[src/design/itws_pkg.sv]
`timescale 1ns / 1ps

package itws_pkg;

   localparam int DEPTH_DEFAULT = 1024;
   localparam int DATA_W        = 32;
   localparam int INDEX_W       = 10;
   localparam int COUNT_W       = 11;

   typedef enum logic [1:0] {
      MODE_APPEND = 2'd0,
      MODE_READ   = 2'd1,
      MODE_WRITE  = 2'd2,
      MODE_SEARCH = 2'd3
   } itws_mode_type;

   typedef enum logic [1:0] {
      ST_IDLE,
      ST_READ,
      ST_SEARCH
   } itws_state_type;

   typedef struct packed {
      itws_mode_type             mode;
      logic signed [DATA_W-1:0]  value;
      logic [INDEX_W-1:0]        index;
   } itws_req_type;

   typedef struct packed {
      logic signed [DATA_W-1:0]  read_data;
      logic [INDEX_W-1:0]        position;
      logic                      found;
      logic                      error;
      logic [COUNT_W-1:0]        fill_count;
      logic                      is_empty;
   } itws_rsp_type;

endpackage

[src/design/itws_ctrl.sv]
`timescale 1ns / 1ps

module itws_ctrl #(
   parameter int  DEPTH = itws_pkg::DEPTH_DEFAULT,
   localparam int AW    = $clog2(DEPTH)
) (
   input  logic                        clock,
   input  logic                        reset,
   input  logic                        start,
   output logic                        busy,
   input  itws_pkg::itws_req_type      req_word,
   output logic                        rsp_valid,
   output itws_pkg::itws_rsp_type      rsp_word,
   output logic                        mem_wr_en,
   output logic [AW-1:0]               mem_wr_addr,
   output logic [itws_pkg::DATA_W-1:0] mem_wr_data,
   output logic                        mem_rd_en,
   output logic [AW-1:0]               mem_rd_addr,
   input  logic [itws_pkg::DATA_W-1:0] mem_rd_data
);
   import itws_pkg::*;

   localparam int CW = $clog2(DEPTH + 1);
   localparam int XW = (CW > INDEX_W) ? CW : INDEX_W;

   itws_state_type    state_ff, state_in;
   logic [CW-1:0]     count_ff, count_in;
   logic [AW-1:0]     ptr_ff, ptr_in;
   logic [DATA_W-1:0] val_ff, val_in;
   itws_rsp_type      rsp_ff, rsp_in;
   logic              rsp_valid_ff, rsp_valid_in;

   logic [XW-1:0]     idx_x;
   logic [XW-1:0]     cnt_x;
   logic              in_range;
   logic              ptr_last;

   assign idx_x    = XW'(req_word.index);
   assign cnt_x    = XW'(count_ff);
   assign in_range = (idx_x < cnt_x);
   // The search pointer names the entry whose word is on the read port.
   assign ptr_last = ((CW'(ptr_ff) + CW'(1)) == count_ff);

   assign busy      = (state_ff != ST_IDLE);
   assign rsp_valid = rsp_valid_ff;
   assign rsp_word  = rsp_ff;

   always_ff @(posedge clock) begin
      if (reset) begin
         state_ff     <= ST_IDLE;
         count_ff     <= '0;
         rsp_valid_ff <= 1'b0;
      end else begin
         state_ff     <= state_in;
         count_ff     <= count_in;
         rsp_valid_ff <= rsp_valid_in;
      end
   end

   always_ff @(posedge clock) begin
      ptr_ff <= ptr_in;
      val_ff <= val_in;
      rsp_ff <= rsp_in;
   end

   always_comb begin
      state_in     = state_ff;
      count_in     = count_ff;
      ptr_in       = ptr_ff;
      val_in       = val_ff;
      rsp_in       = rsp_ff;
      rsp_valid_in = 1'b0;
      mem_wr_en    = 1'b0;
      mem_wr_addr  = count_ff[AW-1:0];
      mem_wr_data  = req_word.value;
      mem_rd_en    = 1'b0;
      mem_rd_addr  = idx_x[AW-1:0];

      case (state_ff)
         ST_IDLE: begin
            if (start) begin
               rsp_valid_in      = 1'b1;
               rsp_in            = '0;
               rsp_in.fill_count = COUNT_W'(count_ff);
               rsp_in.is_empty   = (count_ff == '0);
               case (req_word.mode)
                  MODE_APPEND: begin
                     if (count_ff < CW'(DEPTH)) begin
                        mem_wr_en         = 1'b1;
                        count_in          = count_ff + CW'(1);
                        rsp_in.fill_count = COUNT_W'(count_in);
                        rsp_in.is_empty   = 1'b0;
                     end else begin
                        rsp_in.error = 1'b1;
                     end
                  end
                  MODE_READ: begin
                     if (in_range) begin
                        // The memory registers the word; hold off new requests.
                        mem_rd_en    = 1'b1;
                        rsp_valid_in = 1'b0;
                        state_in     = ST_READ;
                     end else begin
                        rsp_in.error = 1'b1;
                     end
                  end
                  MODE_WRITE: begin
                     if (in_range) begin
                        mem_wr_en   = 1'b1;
                        mem_wr_addr = idx_x[AW-1:0];
                     end else begin
                        rsp_in.error = 1'b1;
                     end
                  end
                  MODE_SEARCH: begin
                     if (count_ff != '0) begin
                        mem_rd_en    = 1'b1;
                        mem_rd_addr  = '0;
                        ptr_in       = '0;
                        val_in       = req_word.value;
                        rsp_valid_in = 1'b0;
                        state_in     = ST_SEARCH;
                     end
                  end
                  default: begin
                  end
               endcase
            end
         end
         ST_READ: begin
            rsp_valid_in      = 1'b1;
            rsp_in            = '0;
            rsp_in.read_data  = $signed(mem_rd_data);
            rsp_in.fill_count = COUNT_W'(count_ff);
            rsp_in.is_empty   = (count_ff == '0);
            state_in          = ST_IDLE;
         end
         ST_SEARCH: begin
            rsp_in            = '0;
            rsp_in.fill_count = COUNT_W'(count_ff);
            rsp_in.is_empty   = (count_ff == '0);
            if (mem_rd_data == val_ff) begin
               rsp_valid_in    = 1'b1;
               rsp_in.found    = 1'b1;
               rsp_in.position = INDEX_W'(ptr_ff);
               state_in        = ST_IDLE;
            end else if (ptr_last) begin
               rsp_valid_in = 1'b1;
               state_in     = ST_IDLE;
            end else begin
               mem_rd_en   = 1'b1;
               mem_rd_addr = ptr_ff + AW'(1);
               ptr_in      = mem_rd_addr;
            end
         end
         default: begin
            state_in = ST_IDLE;
         end
      endcase
   end

endmodule

[config.mk]
export PLATFORM = sky130hd
export DESIGN_NAME = itws_ctrl
export DESIGN_NICKNAME = d
export VERILOG_FILES = /design/src/design/itws_pkg.sv /design/src/design/itws_ctrl.sv
export SDC_FILE = /design/constraint.sdc
export NUM_CORES = 1
export LEC_CHECK = 0
export BUFFER_PORTS_ARGS = -buffer_cell sky130_fd_sc_hd__clkbuf_2
export CAP_MARGIN = 15
export CORE_UTILIZATION = 25
export DETAILED_ROUTE_END_ITERATION = 7
export MAX_ROUTING_LAYER = met4
export PLACE_DENSITY = 0.47
export SYNTH_ARGS = -nofsm -noshare
export SYNTH_HDL_FRONTEND = slang
export SYNTH_SLANG_ARGS = --single-unit
[constraint.sdc]
create_clock -name clock -period 6.6 [get_ports clock]
set_clock_uncertainty 0.05 [all_clocks]
set_input_delay 1.32 -clock clock [delete_from_list [all_inputs] [get_ports clock]]
set_output_delay 1.32 -clock clock [all_outputs]
set_load 0.05 [all_outputs]
==> results of run 1 <==
-- critical path, delay by kind of cell (launching register included) --
family | cells | cell delay [ps]
AOI/OAI and AO/OA | 3 | 880
xor gates and xnor gates | 2 | 550
adders and majority gates | 1 | 350
buffers and inverters | 1 | 280
DFF | 1 | 530
and+or+nand+nor | 3 | 710
-- path summary, 6_finish.rpt --
check	end	slack (ps)	cells after the start
hold / removal	state_ff[0]	520	1
setup / recovery	mem_rd_addr[8]	1580	10
hold reg to reg	state_ff[0]	520	1
setup reg to reg	ptr_ff[8]	3260	9
-- state kept, by name (all words and copies together), names as in the netlist --
name and cells:
rsp_valid 1, state_ff 2, rsp_word 56, cnt_x 11, val_ff 32, ptr_ff 10
-- synthesized netlist by cell type (all sizes together) --
master	number	area, um2
and4	3	28.8
edfxtp	98	2940
a211o	1	8.76
a22oi	1	7.51
and3	8	50.1
nor3b	1	7.51
o21ai	37	189
o21a	2	16.3
nor2b	4	25.0
inv	20	75.1
a211oi	1	7.51
nor4b	2	32.5
a2bb2oi	1	8.76
nand2	34	128
ha	21	263
clkbuf	16	60.1
nor2	31	116
mux2i	2	20.0
a22o	4	35.0
o31ai	2	28.8
nand3b	1	7.51
a41oi	1	8.76
o2111ai	1	8.76
nor3	2	10.0
dfxtp	14	280
nand4	11	68.8
clkinv	1	3.75
a31oi	1	21.3
nand3	12	65.1
o211ai	1	21.3
xnor3	1	22.5
nor4	6	50.0
a32o	3	31.3
buf	38	285
xnor2	43	377
a31o	1	8.76
and2	49	307
xor2	14	123
nand4b	1	23.8
a21oi	14	70.1
a21o	2	15.0
o2bb2ai	7	61.3
or2	1	6.26
-- layout make-up --
type / count / area, um2 / area share (%)
clock inverters: 7 / 61.3 / 0.845
flip-flops and latches: 112 / 3220 / 44.4
well taps: 313 / 392 / 5.40
diodes: 1 / 2.50 / 0.0345
inverters: 21 / 78.8 / 1.09
clock buffers: 9 / 225 / 3.10
multi-input cells: 327 / 2290 / 31.6
repair buffers: 194 / 981 / 13.5
-- cells by family after synthesis --
group | share of synthesized area, %
mux | 0.338
xor+xnor | 8.80
compound gates | 9.25
flops | 54.4
fa+ha+maj | 4.43
buf+inv | 7.16
simple gates | 15.6
-- stage by stage --
stage | utilization [%] | instance area (um2) | setup WS [ps] | hold slack [ps]
floorplan | - | 5930 | 378 | 472
global placement | 30.4 | 6970 | 1660 | 490
detailed placement | 30.4 | 6970 | 1600 | 508
CTS | 31.7 | 7260 | 1600 | 528
global route | 31.7 | 7260 | 1430 | 549
finish | 31.7 | 7260 | 1580 | 524
-- metal layers --
metal / part of all wire [%] / vias to the layer above / track usage, %
met2: 48 / 107 / 21.4
met5: 0 / - / -
met4: 1.8 / 0 / 5.46
met1: 45 / 2034 / 17.0
li1: - / 2098 / -
met3: 4.7 / 17 / 2.47
-- power by group --
group          switching (uW)  total, uW  internal, uW
registers                11.0        816           805
logic                     253        330          77.0
clock network             277        542           265
total                     541       1690          1150
==> metrics.txt, run 1 <==
# TYPE chip_impl_metric gauge
chip_impl_info{name="result_of_the_run",value="complete, no violations"} 1
chip_impl_metric{name="instance_count_of_the_mapped_netlist",unit=""} 514
chip_impl_metric{name="antenna_found_initial",unit=""} 1
chip_impl_info{name="critical_path_cell_by_cell",value="ha_1 -> xnor2_1 -> xnor2_1 -> nand3_1 -> nor4_2 -> nand4b_4 -> o21a_2 -> o21ai_2 -> a22o_1 -> clkbuf_2"} 1
chip_impl_info{name="crit_top_cell",value="sky130_fd_sc_hd__xnor2_1"} 1
chip_impl_metric{name="fin_crit_sh",unit="%"} 76.1
chip_impl_metric{name="grt_first_pass_wirelength",unit="um"} 23900
chip_impl_info{name="crit_path_end_kind",value="primary output"} 1
chip_impl_metric{name="yosysUniqueCellTypes",unit=""} 55
chip_impl_metric{name="clk_transition_reported_paths",unit="ps"} 70
chip_impl_metric{name="fillers",unit=""} 2358
chip_impl_metric{name="final_layout_size_suffix_gt1_share",unit="%"} 33.7
chip_impl_metric{name="count_of_state_elements_after_synthesis",unit=""} 112
chip_impl_metric{name="core_region_area",unit="um2"} 22900
chip_impl_metric{name="achievable-frequency",unit="MHz"} 199
chip_impl_metric{name="detailedPlacementHpwl",unit="um"} 12300
chip_impl_info{name="cp-startpoint",value="ptr_ff[0]"} 1
chip_impl_metric{name="number_of_clock_sinks",unit=""} 112
chip_impl_metric{name="first_global_vias",unit=""} 4233
chip_impl_metric{name="worst_slew_pin_slew",unit="ps"} 686
chip_impl_metric{name="syn2layout_area_growth",unit="%"} 22.5
chip_impl_info{name="min_path_type",value="reg -> reg"} 1
chip_impl_metric{name="cts_hold_buf",unit=""} 0
chip_impl_metric{name="io_buffers",unit=""} 190
chip_impl_metric{name="drtIter0Drc",unit=""} 234
chip_impl_metric{name="avgViaCountPerCell",unit=""} 4.33
chip_impl_metric{name="globalRoute.totalOverflow",unit=""} 0
chip_impl_metric{name="power",unit="uW"} 1690
chip_impl_metric{name="timing.final.max_slew_violations",unit=""} 0
chip_impl_metric{name="synth_nets",unit=""} 614
chip_impl_metric{name="die_y",unit="um"} 156
chip_impl_metric{name="antenna_left",unit=""} 0
chip_impl_metric{name="global_route_total_usage_across_every_layer",unit="%"} 13.5
chip_impl_metric{name="totalNegativeSetupSlack",unit="ps"} 0
chip_impl_info{name="tritoncts",value="yes"} 1
chip_impl_metric{name="cts-resized-gates",unit=""} 0
chip_impl_metric{name="final_cells",unit=""} 984
chip_impl_info{name="layout.cells.most_common",value="sky130_fd_sc_hd__clkbuf_2"} 1
chip_impl_metric{name="vias",unit=""} 4256
chip_impl_metric{name="ioPinCount",unit=""} 191
chip_impl_metric{name="post_drt_wl_per_cell",unit="um"} 16.0
chip_impl_metric{name="clock_path_buffers",unit=""} 2
chip_impl_metric{name="max_slew_margin",unit="%"} 54.1
chip_impl_info{name="worstSetupStartpointType",value="flip-flop"} 1
chip_impl_info{name="worst_hold_startpoint",value="state_ff[0]"} 1
chip_impl_metric{name="dpl.cell_count",unit=""} 967
chip_impl_metric{name="grt_max_degree",unit=""} 46
chip_impl_metric{name="post_synth_instance_area",unit="um2"} 5930
chip_impl_metric{name="final.min_clock_period",unit="ps"} 5020
chip_impl_metric{name="placementRows",unit=""} 55
chip_impl_metric{name="hold_viol",unit=""} 0
chip_impl_metric{name="clk_latency",unit="ps"} 360
chip_impl_info{name="timing.critical_path.slowest_stage_cell",value="sky130_fd_sc_hd__edfxtp_1"} 1
chip_impl_metric{name="wirelength",unit="um"} 15700
chip_impl_metric{name="yosysSeqAreaShare",unit="%"} 54.4
chip_impl_metric{name="total_leakage_power",unit="uW"} 0.00298
chip_impl_metric{name="worst_ep_required_time",unit="ps"} 5230
chip_impl_info{name="timing.setup.critical_path_class",value="reg -> out"} 1
chip_impl_metric{name="cts-htree-levels",unit=""} 3
chip_impl_info{name="grt_setup_unrepaired",value="false"} 1
chip_impl_metric{name="cap_violations",unit=""} 0
chip_impl_metric{name="design.final.nets",unit=""} 765
chip_impl_metric{name="cts_buffers",unit=""} 9
chip_impl_metric{name="post-cts-setup-buffers",unit=""} 0
chip_impl_metric{name="vdd_ir_drop_max",unit="mV"} 0.0955
chip_impl_metric{name="start_util",unit="%"} 25.9
chip_impl_info{name="clock-root-buffer",value="sky130_fd_sc_hd__clkbuf_16"} 1
chip_impl_metric{name="powerDensity",unit="nW/um2"} 233
chip_impl_info{name="timing.rr.start",value="ptr_ff[0]"} 1
chip_impl_metric{name="maximum_net_fanout_on_the_critical_path",unit=""} 11
chip_impl_metric{name="drc_violations_left",unit=""} 0
chip_impl_info{name="most-common-layout-cells",value="sky130_fd_sc_hd__clkbuf_2, sky130_fd_sc_hd__edfxtp_1, sky130_fd_sc_hd__and2_1"} 1
chip_impl_metric{name="setup_viol",unit=""} 0
chip_impl_metric{name="syn_avg_cell_area",unit="um2"} 11.5
chip_impl_metric{name="die_outline_area",unit="um2"} 24300
chip_impl_metric{name="max_stage_delay",unit="ps"} 530
chip_impl_metric{name="die_w",unit="um"} 156
chip_impl_metric{name="yosys_warnings",unit=""} 0
chip_impl_metric{name="gp_congestion",unit=""} 0.823
chip_impl_metric{name="drtPass1Iterations",unit=""} 4
chip_impl_metric{name="timing.critical_path.arrival",unit="ps"} 3650
Note: power is estimated with default switching activity, not from simulation.
==> inputs of run 2 (changes only) <==
--- a/config.mk
+++ b/config.mk
@@ -5,6 +5,7 @@
 export SDC_FILE = /design/constraint.sdc
 export NUM_CORES = 1
 export LEC_CHECK = 0
+export ABC_AREA = 1
 export BUFFER_PORTS_ARGS = -buffer_cell sky130_fd_sc_hd__clkbuf_2
 export CAP_MARGIN = 15
 export CORE_UTILIZATION = 25
==> constraint.sdc (replaced) <==
create_clock -name clock -period 5.2 [get_ports clock]
set_clock_uncertainty 0.05 [all_clocks]
set_input_delay 1.04 -clock clock [delete_from_list [all_inputs] [get_ports clock]]
set_output_delay 1.04 -clock clock [all_outputs]
set_load 0.05 [all_outputs]
==> metrics.txt, run 2 <==
# TYPE chip_impl_metric gauge
chip_impl_metric{name="post-cts-setup-buffers",unit=""} 0
chip_impl_metric{name="max_stage_delay",unit="ps"} 550
chip_impl_info{name="critical_path_cell_by_cell",value="ha_1 -> nand3_2 -> nor2_4 -> xor2_1 -> nand2_1 -> nand3_2 -> nor2_4 -> nand2_4 -> nand2_4 -> a21oi_4 -> o21ai_1 -> clkbuf_2"} 1
chip_impl_metric{name="final_layout_size_suffix_gt1_share",unit="%"} 29.6
chip_impl_metric{name="timing.critical_path.arrival",unit="ps"} 3200
chip_impl_info{name="layout.cells.most_common",value="sky130_fd_sc_hd__clkbuf_2"} 1
chip_impl_metric{name="io_buffers",unit=""} 190
chip_impl_metric{name="globalRoute.totalOverflow",unit=""} 0
chip_impl_info{name="yosys-top-cells-count",value="sky130_fd_sc_hd__nand2_1, sky130_fd_sc_hd__inv_1, sky130_fd_sc_hd__edfxtp_1"} 1
chip_impl_metric{name="die_w",unit="um"} 160
chip_impl_metric{name="synth_nets",unit=""} 780
chip_impl_metric{name="worst_hold_slack",unit="ps"} 510
chip_impl_metric{name="totalNegativeSetupSlack",unit="ps"} 0
chip_impl_info{name="tritoncts",value="yes"} 1
chip_impl_metric{name="final.min_clock_period",unit="ps"} 4290
chip_impl_metric{name="critPathBufInv",unit=""} 1
chip_impl_info{name="most-common-layout-cells",value="sky130_fd_sc_hd__clkbuf_2, sky130_fd_sc_hd__nand2_1, sky130_fd_sc_hd__inv_1"} 1
chip_impl_info{name="synth_flop_cell",value="sky130_fd_sc_hd__edfxtp_1"} 1
chip_impl_metric{name="flip_flop_count_of_the_largest_register_all_copies_and_words_added",unit=""} 56
chip_impl_metric{name="timing.final.max_slew_violations",unit=""} 0
chip_impl_metric{name="fillers",unit=""} 2585
chip_impl_metric{name="cap_violations",unit=""} 0
chip_impl_metric{name="worst_slew_pin_slew",unit="ps"} 747
chip_impl_metric{name="post-route-worst-setup-slack",unit="ps"} 912
chip_impl_metric{name="die_y",unit="um"} 160
chip_impl_metric{name="post_drt_wl_per_cell",unit="um"} 14.9
chip_impl_metric{name="clk_latency",unit="ps"} 370
chip_impl_metric{name="ioPinCount",unit=""} 191
chip_impl_metric{name="drtIter0Drc",unit=""} 419
chip_impl_info{name="synth.area.top_cells",value="sky130_fd_sc_hd__edfxtp_1, sky130_fd_sc_hd__nand2_1, sky130_fd_sc_hd__inv_1"} 1
chip_impl_metric{name="antenna_found_initial",unit=""} 0
chip_impl_metric{name="maximum_net_fanout_on_the_critical_path",unit=""} 14
chip_impl_metric{name="cts-htree-levels",unit=""} 3
chip_impl_info{name="result_of_the_run",value="complete, no violations"} 1
chip_impl_info{name="crit_path_end_kind",value="primary output"} 1
chip_impl_metric{name="count_of_state_elements_after_synthesis",unit=""} 112
chip_impl_metric{name="synth_enable_flop_cells",unit=""} 98
chip_impl_metric{name="number_of_clock_sinks",unit=""} 112
chip_impl_metric{name="avgViaCountPerCell",unit=""} 4.27
chip_impl_info{name="worst_path_dominant_cell_family",value="simple AND/OR/NAND/NOR gates"} 1
chip_impl_metric{name="drc_violations_left",unit=""} 0
chip_impl_info{name="timing.critical_path.slowest_stage_cell",value="sky130_fd_sc_hd__edfxtp_1"} 1
chip_impl_metric{name="drtPass1Iterations",unit=""} 5
chip_impl_metric{name="syn_avg_cell_area",unit="um2"} 9.13
chip_impl_info{name="synthMostInstantiatedCell",value="sky130_fd_sc_hd__nand2_1"} 1
chip_impl_metric{name="worst-r2r-setup-slack",unit="ps"} 2400
chip_impl_info{name="timing.setup.critical_path_class",value="reg -> out"} 1
chip_impl_metric{name="yosys_warnings",unit=""} 0
chip_impl_metric{name="vdd_ir_drop_max",unit="mV"} 0.341
chip_impl_metric{name="design.final.nets",unit=""} 937
chip_impl_metric{name="yosysUniqueCellTypes",unit=""} 39
chip_impl_metric{name="hold_viol",unit=""} 0
chip_impl_metric{name="detailedPlacementHpwl",unit="um"} 13400
chip_impl_info{name="synth_top_area_cell",value="sky130_fd_sc_hd__edfxtp_1"} 1
chip_impl_metric{name="num_antenna_cells",unit=""} 0
chip_impl_metric{name="achievable-frequency",unit="MHz"} 233
chip_impl_metric{name="total_leakage_power",unit="uW"} 0.00373
chip_impl_metric{name="placementRows",unit=""} 57
chip_impl_info{name="clock-root-buffer",value="sky130_fd_sc_hd__clkbuf_16"} 1
chip_impl_metric{name="cts_hold_buf",unit=""} 0
chip_impl_info{name="worstSetupStartpointType",value="flip-flop"} 1
chip_impl_metric{name="syn2layout_area_growth",unit="%"} 22.9
chip_impl_info{name="min_path_type",value="reg -> reg"} 1
chip_impl_metric{name="gp_congestion",unit=""} 0.885
chip_impl_metric{name="cts_buffers",unit=""} 9
chip_impl_metric{name="die_outline_area",unit="um2"} 25500
chip_impl_metric{name="clk_transition_reported_paths",unit="ps"} 90
chip_impl_metric{name="instance_count_of_the_mapped_netlist",unit=""} 680
chip_impl_metric{name="post-place-ws",unit="ps"} 863
chip_impl_metric{name="max_slew_margin",unit="%"} 50.1
chip_impl_metric{name="post_synth_instance_area",unit="um2"} 6210
chip_impl_metric{name="antenna_left",unit=""} 0
chip_impl_metric{name="worst_ep_required_time",unit="ps"} 4110
chip_impl_metric{name="wirelength",unit="um"} 17400
chip_impl_metric{name="fin_crit_sh",unit="%"} 82.5
chip_impl_metric{name="synth_top_cell_area_share",unit="%"} 47.4
chip_impl_metric{name="global_route_total_usage_across_every_layer",unit="%"} 14.2
chip_impl_metric{name="grt_first_pass_wirelength",unit="um"} 26700
chip_impl_metric{name="multi_input_comb_area",unit="um2"} 2290
chip_impl_metric{name="core_region_area",unit="um2"} 24300
chip_impl_metric{name="powerDensity",unit="nW/um2"} 514
chip_impl_info{name="grt_setup_unrepaired",value="false"} 1
chip_impl_metric{name="setup_viol",unit=""} 0
chip_impl_metric{name="clock_path_buffers",unit=""} 2
chip_impl_metric{name="cts-resized-gates",unit=""} 0
chip_impl_metric{name="yosysSeqAreaShare",unit="%"} 51.9
chip_impl_metric{name="grt_max_degree",unit=""} 34
chip_impl_metric{name="synth-async-reset-ratio",unit="%"} 0
chip_impl_metric{name="vias",unit=""} 4976
chip_impl_metric{name="ff_latch_area",unit="um2"} 3220
chip_impl_metric{name="first_global_vias",unit=""} 4693
chip_impl_metric{name="start_util",unit="%"} 25.5
[run 2: final timing paths]
| path | startpoint | endpoint | depth (start not counted) |
|---|---|---|---|
| hold / removal | state_ff[0] | state_ff[0] | 2 |
| setup / recovery | ptr_ff[0] | mem_rd_addr[0] | 12 |
| setup reg to reg | ptr_ff[0] | ptr_ff[9] | 10 |
| hold reg to reg | state_ff[0] | state_ff[0] | 2 |
[run 2: routing by layer]
| metal | global-route usage, % | wire (um) | vias up |
|---|---|---|---|
| met5 | - | 0 | - |
| met1 | 18.6 | 8090 | 2297 |
| li1 | - | - | 2515 |
| met3 | 1.67 | 649 | 15 |
| met4 | 4.72 | 242 | 0 |
| met2 | 22.8 | 8400 | 149 |
[run 2: layout make-up]
class                   instances  share of cell area, %
clock inverters                 7                   1.25
multi-input cells             411                   30.0
flip-flops and latches        112                   42.2
well taps                     324                   5.31
inverters                     108                   5.31
repair buffers                195                   13.0
clock buffers                   9                   2.95
[run 2: cells by family after synthesis]
kind of cell | after synthesis | share of synthesized area [%]
compound gates | 79 | 7.20
xor+xnor | 30 | 4.23
fa+ha+maj | 21 | 4.23
buf+inv | 157 | 11.5
flops | 112 | 51.9
simple gates | 281 | 20.9
[run 2: power breakdown]
| group | total [uW] | switching [uW] | internal (uW) |
|---|---|---|---|
| clock network | 742 | 392 | 350 |
| logic | 1820 | 1450 | 370 |
| registers | 1360 | 101 | 1260 |
[run 2: worst reg2reg max path, cell delays in order, from the launching register on]
cell	delay, ps
sky130_fd_sc_hd__edfxtp_1	550
sky130_fd_sc_hd__ha_1	310
sky130_fd_sc_hd__nand3_2	130
sky130_fd_sc_hd__nor2_4	190
sky130_fd_sc_hd__xor2_1	290
sky130_fd_sc_hd__nand2_1	100
sky130_fd_sc_hd__nand3_2	100
sky130_fd_sc_hd__nor2_4	50
sky130_fd_sc_hd__nand2_4	140
sky130_fd_sc_hd__nand2_4	90
sky130_fd_sc_hd__a21oi_4	440
[run 2: through the flow]
stage               instances  area (um2)  utilization [%]  power [uW]
floorplan                 680        6210                -        2750
global placement         1150        7310             30.1        3220
detailed placement       1150        7310             30.1        3220
CTS                      1166        7630             31.4        3980
global route             1166        7630             31.4        4140
finish                   1166        7630             31.4        3930
